$ cat config.mk
export PLATFORM = sky130hd
export DESIGN_NAME = csff_ctrl
export DESIGN_NICKNAME = d
export VERILOG_FILES = /design/src/rtl/core/csff_pkg.sv /design/src/rtl/core/csff_ctrl.sv
export SDC_FILE = /design/constraint.sdc
export NUM_CORES = 1
export LEC_CHECK = 0
export BUFFER_PORTS_ARGS = -buffer_cell sky130_fd_sc_hd__buf_2
export CAP_MARGIN = 20
export CORE_AREA = 2 2 39 41
export DETAILED_ROUTE_END_ITERATION = 10
export DIE_AREA = 0 0 41 43
export HOLD_SLACK_MARGIN = 0.12
export PLACE_DENSITY = 0.53
export SETUP_SLACK_MARGIN = 0.3
export SLEW_MARGIN = 20
export SYNTH_ARGS = -nofsm -noshare
export SYNTH_HDL_FRONTEND = slang
export SYNTH_SLANG_ARGS = --single-unit
$ cat constraint.sdc
create_clock -name clock -period 1.6 [get_ports clock]
set_clock_uncertainty 0.05 [all_clocks]
set_input_delay 0 -clock clock [delete_from_list [all_inputs] [get_ports clock]]
set_output_delay 0 -clock clock [all_outputs]
set_load 0.005 [all_outputs]
$ cat src/rtl/core/csff_pkg.sv
// Package with shared constants, operation codes and control structs of the counted set.
package csff_pkg;

   // Widths of the item fields.
   localparam int OP_W = 2;
   localparam int IDX_W = 10;
   localparam int COUNT_W = 16;

   // Defaults of the top-level parameters.
   localparam int SLOTS_DEF = 1024;
   localparam int GROUP_SIZE_DEF = 32;

   // Saturation value of a slot count.
   localparam logic [COUNT_W-1:0] COUNT_MAX = {COUNT_W{1'b1}};

   // Operation codes.
   localparam logic [OP_W-1:0] OP_ADD = 2'd0;
   localparam logic [OP_W-1:0] OP_REMOVE = 2'd1;
   localparam logic [OP_W-1:0] OP_FIND_LOW = 2'd2;
   localparam logic [OP_W-1:0] OP_FIND_HIGH = 2'd3;

   // Commands from the controller to the datapath.
   typedef struct packed {
      logic clear;
      logic load;
      logic prep;
      logic prep2;
      logic jump;
      logic advance;
      logic hit;
      logic miss;
      logic update;
      logic publish;
   } cmd_type;

   // Status from the datapath to the controller.
   typedef struct packed {
      logic clear_last;
      logic is_update;
      logic range_ok;
      logic grp_empty;
      logic jump_miss;
      logic at_end;
      logic data_nz;
      logic out_free;
   } status_type;

endpackage

$ cat src/rtl/core/csff_ctrl.sv
// Controller state machine that sequences clearing, updates and range searches.
module csff_ctrl (
   input  logic                 clock,
   input  logic                 reset,
   input  logic                 req_valid,
   output logic                 req_ready,
   input  csff_pkg::status_type status,
   output csff_pkg::cmd_type    cmd
);

   localparam logic [3:0] ST_CLEAR = 4'd0;
   localparam logic [3:0] ST_IDLE = 4'd1;
   localparam logic [3:0] ST_PREP = 4'd2;
   localparam logic [3:0] ST_UPD = 4'd3;
   localparam logic [3:0] ST_PREP2 = 4'd4;
   localparam logic [3:0] ST_STEP = 4'd5;
   localparam logic [3:0] ST_CHECK = 4'd6;
   localparam logic [3:0] ST_RESULT = 4'd7;

   logic [3:0] state_ff;
   logic [3:0] state_in;

   assign req_ready = (state_ff == ST_IDLE);

   // Next state and commands.
   always_comb begin
      state_in = state_ff;
      cmd = '0;
      case (state_ff)
         ST_CLEAR: begin
            cmd.clear = 1'b1;
            if (status.clear_last) begin
               state_in = ST_IDLE;
            end
         end
         ST_IDLE: begin
            if (req_valid) begin
               cmd.load = 1'b1;
               state_in = ST_PREP;
            end
         end
         ST_PREP: begin
            cmd.prep = 1'b1;
            if (status.is_update) begin
               state_in = ST_UPD;
            end else if (!status.range_ok) begin
               cmd.miss = 1'b1;
               state_in = ST_RESULT;
            end else begin
               state_in = ST_PREP2;
            end
         end
         ST_UPD: begin
            cmd.update = 1'b1;
            state_in = ST_RESULT;
         end
         ST_PREP2: begin
            cmd.prep2 = 1'b1;
            state_in = ST_STEP;
         end
         ST_STEP: begin
            if (!status.grp_empty) begin
               state_in = ST_CHECK;
            end else if (status.jump_miss) begin
               cmd.miss = 1'b1;
               state_in = ST_RESULT;
            end else begin
               cmd.jump = 1'b1;
            end
         end
         ST_CHECK: begin
            if (status.data_nz) begin
               cmd.hit = 1'b1;
               state_in = ST_RESULT;
            end else if (status.at_end) begin
               cmd.miss = 1'b1;
               state_in = ST_RESULT;
            end else begin
               cmd.advance = 1'b1;
               state_in = ST_STEP;
            end
         end
         ST_RESULT: begin
            if (status.out_free) begin
               cmd.publish = 1'b1;
               state_in = ST_IDLE;
            end
         end
         default: begin
            state_in = ST_IDLE;
         end
      endcase
   end

   // State register.
   always_ff @(posedge clock) begin
      if (reset) begin
         state_ff <= ST_CLEAR;
      end else begin
         state_ff <= state_in;
      end
   end

   // The preparation of a find is always followed by a search step.
   assert property (@(posedge clock) disable iff (reset)
      (state_ff == ST_PREP2) |=> (state_ff == ST_STEP))
      else $error("search did not start after preparation");

   // A request is taken only in the idle state.
   assert property (@(posedge clock) disable iff (reset)
      cmd.load |-> (state_ff == ST_IDLE) && req_valid)
      else $error("request loaded outside idle");

   // An update always leads to the result state.
   assert property (@(posedge clock) disable iff (reset)
      cmd.update |=> (state_ff == ST_RESULT))
      else $error("update did not produce a result");

endmodule

==> impl_metrics.py <==
metrics = {
    "worst_setup_path": {
        "critPathKind": "input pin to flop",
        "crit_slowest_cell": "dlygate4sd3_1",
        "path_buf_inv": 3,
        "critPathLaunch": "status[0]",
        "start_kind": "input pin",
        "reg2reg_setup_slack_ns": 0.34,
        "critical_path.cell_chain": "dlygate4sd3_1 > buf_2 > inv_1 > a22o_1 > a32o_2 > o21a_1",
        "timing.rr.end": "state_ff[0]$_SDFFE_PP0P_",
        "endpoint_kind": "flop",
        "arrival_ns": 1.36,
        "r2r_cells": 4,
        "path_depth": 6,
        "cp_max_fo": 2,
        "rr_startpoint": "state_ff[1]$_SDFFE_PP0P_",
        "slowest_delay_ns": 0.52,
        "path_delay_family": "buffers and inverters",
        "cp-endpoint": "state_ff[0]$_SDFFE_PP0P_",
        "cp.required_ns": 1.69,
    },
    "timing": {
        "fmax_ghz": 0.7853,
        "worst_slack_ns": 0.3267,
        "min_period_over_period_pct": 79.58,
        "drv_slew": 0,
        "rsz0062_at_grt": "false",
        "fin_crit_ns": 1.273,
        "fin_setup_tns_ns": 0,
        "setup_violations": 0,
        "slew_headroom_pct": 82.65,
        "hold_viol_final": 0,
        "hold_slack_ns": 0.1949,
        "worst_pin_slew_ns": 0.2602,
    },
    "hold_path": {
        "min_from": "status[4]",
        "hold_class": "input pin to flop",
    },
    "logic_synthesis": {
        "yosysWarnings": 0,
        "ys_ff_latch": 3,
        "syn_nets": 58,
        "synth.avg_cell_area_sq_um": 6.709,
        "synthAdderAreaFrac_pct": 0,
        "ys_seq_area_share_pct": 19.05,
        "synth_cell_type_count": 22,
        "syn_inst": 47,
        "netlist_area_sq_um": 315.3,
        "synthXorXnorAreaFrac_pct": 0,
        "synthMuxAreaShare_pct": 3.175,
        "synth_compound_area_share_pct": 28.57,
        "synth_top_family_by_area": "simple AND/OR/NAND/NOR gates",
        "yosys.area_share.simple_pct": 38.49,
    },
    "placed_design": {
        "numPortBuffers": 21,
        "dp_slack_ns": 0.2688,
        "dpl_cell_area_sq_um": 421.7,
        "dpl.hpwl_um": 685.6,
        "routabilityCongestion": 0.7497,
        "dp.cells": 81,
    },
    "finish": {
        "layout-drive-gt1-share_pct": 45.95,
        "biggestRegsByFlops": "state_ff x3",
        "layout.nets": 86,
        "instances_no_fill": 90,
        "final_core_util_pct": 38.52,
        "top_register": "state_ff",
        "synthToLayoutAreaGrowth_pct": 69.05,
        "largest_register_ffs": 3,
        "antenna_cells": 0,
        "fin_area_sq_um": 533.0,
    },
    "global_routing": {
        "grt_util_all_layers_pct": 12.93,
        "antenna_found_initial": 0,
        "grt_max_degree": 11,
        "grt_pass1_vias": 389,
        "gr-total-overflow": 0,
        "grt_pass1_wl_mm": 1.511,
    },
    "die": {
        "row_count": 14,
        "core-area_sq_um": 1384,
        "die_height_um": 43,
        "die_x_um": 41,
        "die_area_sq_um": 1763,
        "ioPinCount": 22,
        "start_util_pct": 22.78,
    },
    "routing": {
        "drt_first_pass_iters": 4,
        "drc_errors": 0,
        "avgViaCountPerCell": 4.811,
        "wl_per_cell_um": 11.19,
        "drt-initial-drc-count": 13,
        "ant_nets": 0,
        "routed_wl_mm": 1.007,
        "vias": 433,
    },
    "clock_network": {
        "cts_tree": "built",
        "root_buffer": "clkbuf_4",
        "cts_setup_buffers": 0,
        "cts_max_level": 1,
        "numCtsBuffers": 3,
        "clock-sinks": 3,
        "clock_path_buffers": 2,
        "insertion_delay_ns": 0.25,
        "clk_pin_slew_ns": 0.05,
    },
    "power_and_ir_drop": {
        "share_comb_of_total_power_pct": 33.8,
        "ir_worst_vdd_uv": 155.0,
        "power.total_mw": 0.3866,
        "p_per_area_nw_per_um2": 725.3,
        "p_int_mw": 0.2515,
        "p_switching_mw": 0.1350,
        "seqPwrFrac_pct": 28.0,
        "power.leakage_nw": 0.2660,
        "swShare_pct": 34.93,
        "clkPwrFrac_pct": 38.2,
    },
    "run_status": {
        "status": "finished clean",
    },
    "run": {
        "maxCapViolCount": 0,
    },
}
kinds of logic after synthesis:
group,Yosys count
AND/OR/NAND/NOR,25
multiplexers,1
flip-flops,3
AO/OA/AOI/OAI,12
buffers and inverters,6
power groups by stage:
stage / sequential [mW] / clock (mW) / combinational, mW
floorplan: 0.0856 / 0 / 0.0885
global placement: 0.102 / 0 / 0.112
detailed placement: 0.102 / 0 / 0.110
CTS: 0.103 / 0.152 / 0.121
global route: 0.111 / 0.157 / 0.145
finish: 0.108 / 0.148 / 0.131
cells in the mapped netlist (all sizes together):
cell type	instances	area (sq um)
and2	2	12.51
o211ai	1	7.510
and3	2	12.51
inv	2	7.510
nor3	3	15.01
dfxtp	3	60.06
a21oi	3	15.01
nand2	3	11.26
nor2	10	40.04
nor2b	2	12.51
a22oi	1	7.510
nand3	1	5.000
nand2b	2	12.51
a31oi	1	6.260
o32ai	2	17.52
o21a	1	7.510
mux2i	1	10.01
a32o	1	11.26
a22o	2	17.52
buf	4	26.27
metal layers:
layer	GRT usage, %	wire length [um]
met5	0	0
met2	18.75	468
met4	10.00	20
met1	15.34	437
met3	3.141	80
how the worst min path moves through the flow:
stage,endpoint,depth (start not counted)
floorplan,cmd[5],1
global placement,state_ff[2]$_SDFFE_PP0P_,2
detailed placement,state_ff[2]$_SDFFE_PP0P_,2
CTS,state_ff[0]$_SDFFE_PP0P_,4
global route,state_ff[0]$_SDFFE_PP0P_,4
finish,state_ff[0]$_SDFFE_PP0P_,4
cell usage in the layout (no fill, tap or decap), drive strengths merged:
cell and instances:
buf 22, a31oi 1, and3 2, nor2b 2, a32o 1, mux2i 1
dlygate4sd3 5, nor2 10, o211ai 1, and2 2, dfxtp 3, o32ai 2
nand3 1, a22oi 1, clkbuf 4, o21a 1, inv 2, nor3 3
nand2 3, nand2b 2, a21oi 3, a22o 2
tightest hold or removal path, stage by stage:
cell and delay [ns]:
buf_2 0.10, a21oi_1 0.07, a31oi_1 0.16, o21a_1 0.13
timing repair:
item | CTS | global route
endpoints found under the hold margin | 3 | 0
resized for setup | 4 | 6
pin swaps | 0 | 0
hold buffers | 5 | 0
endpoints found under the setup margin | 8 | 6
area by class of cell:
cell class	instances	area, sq um
clock buffers	4	26.28
multi-input cells	38	246.5
flip-flops and latches	3	66.31
inverters	2	7.507
fillers	162	850.8
well taps	16	20.02
repair buffers	27	166.4
(Power assumes the default switching activity.)
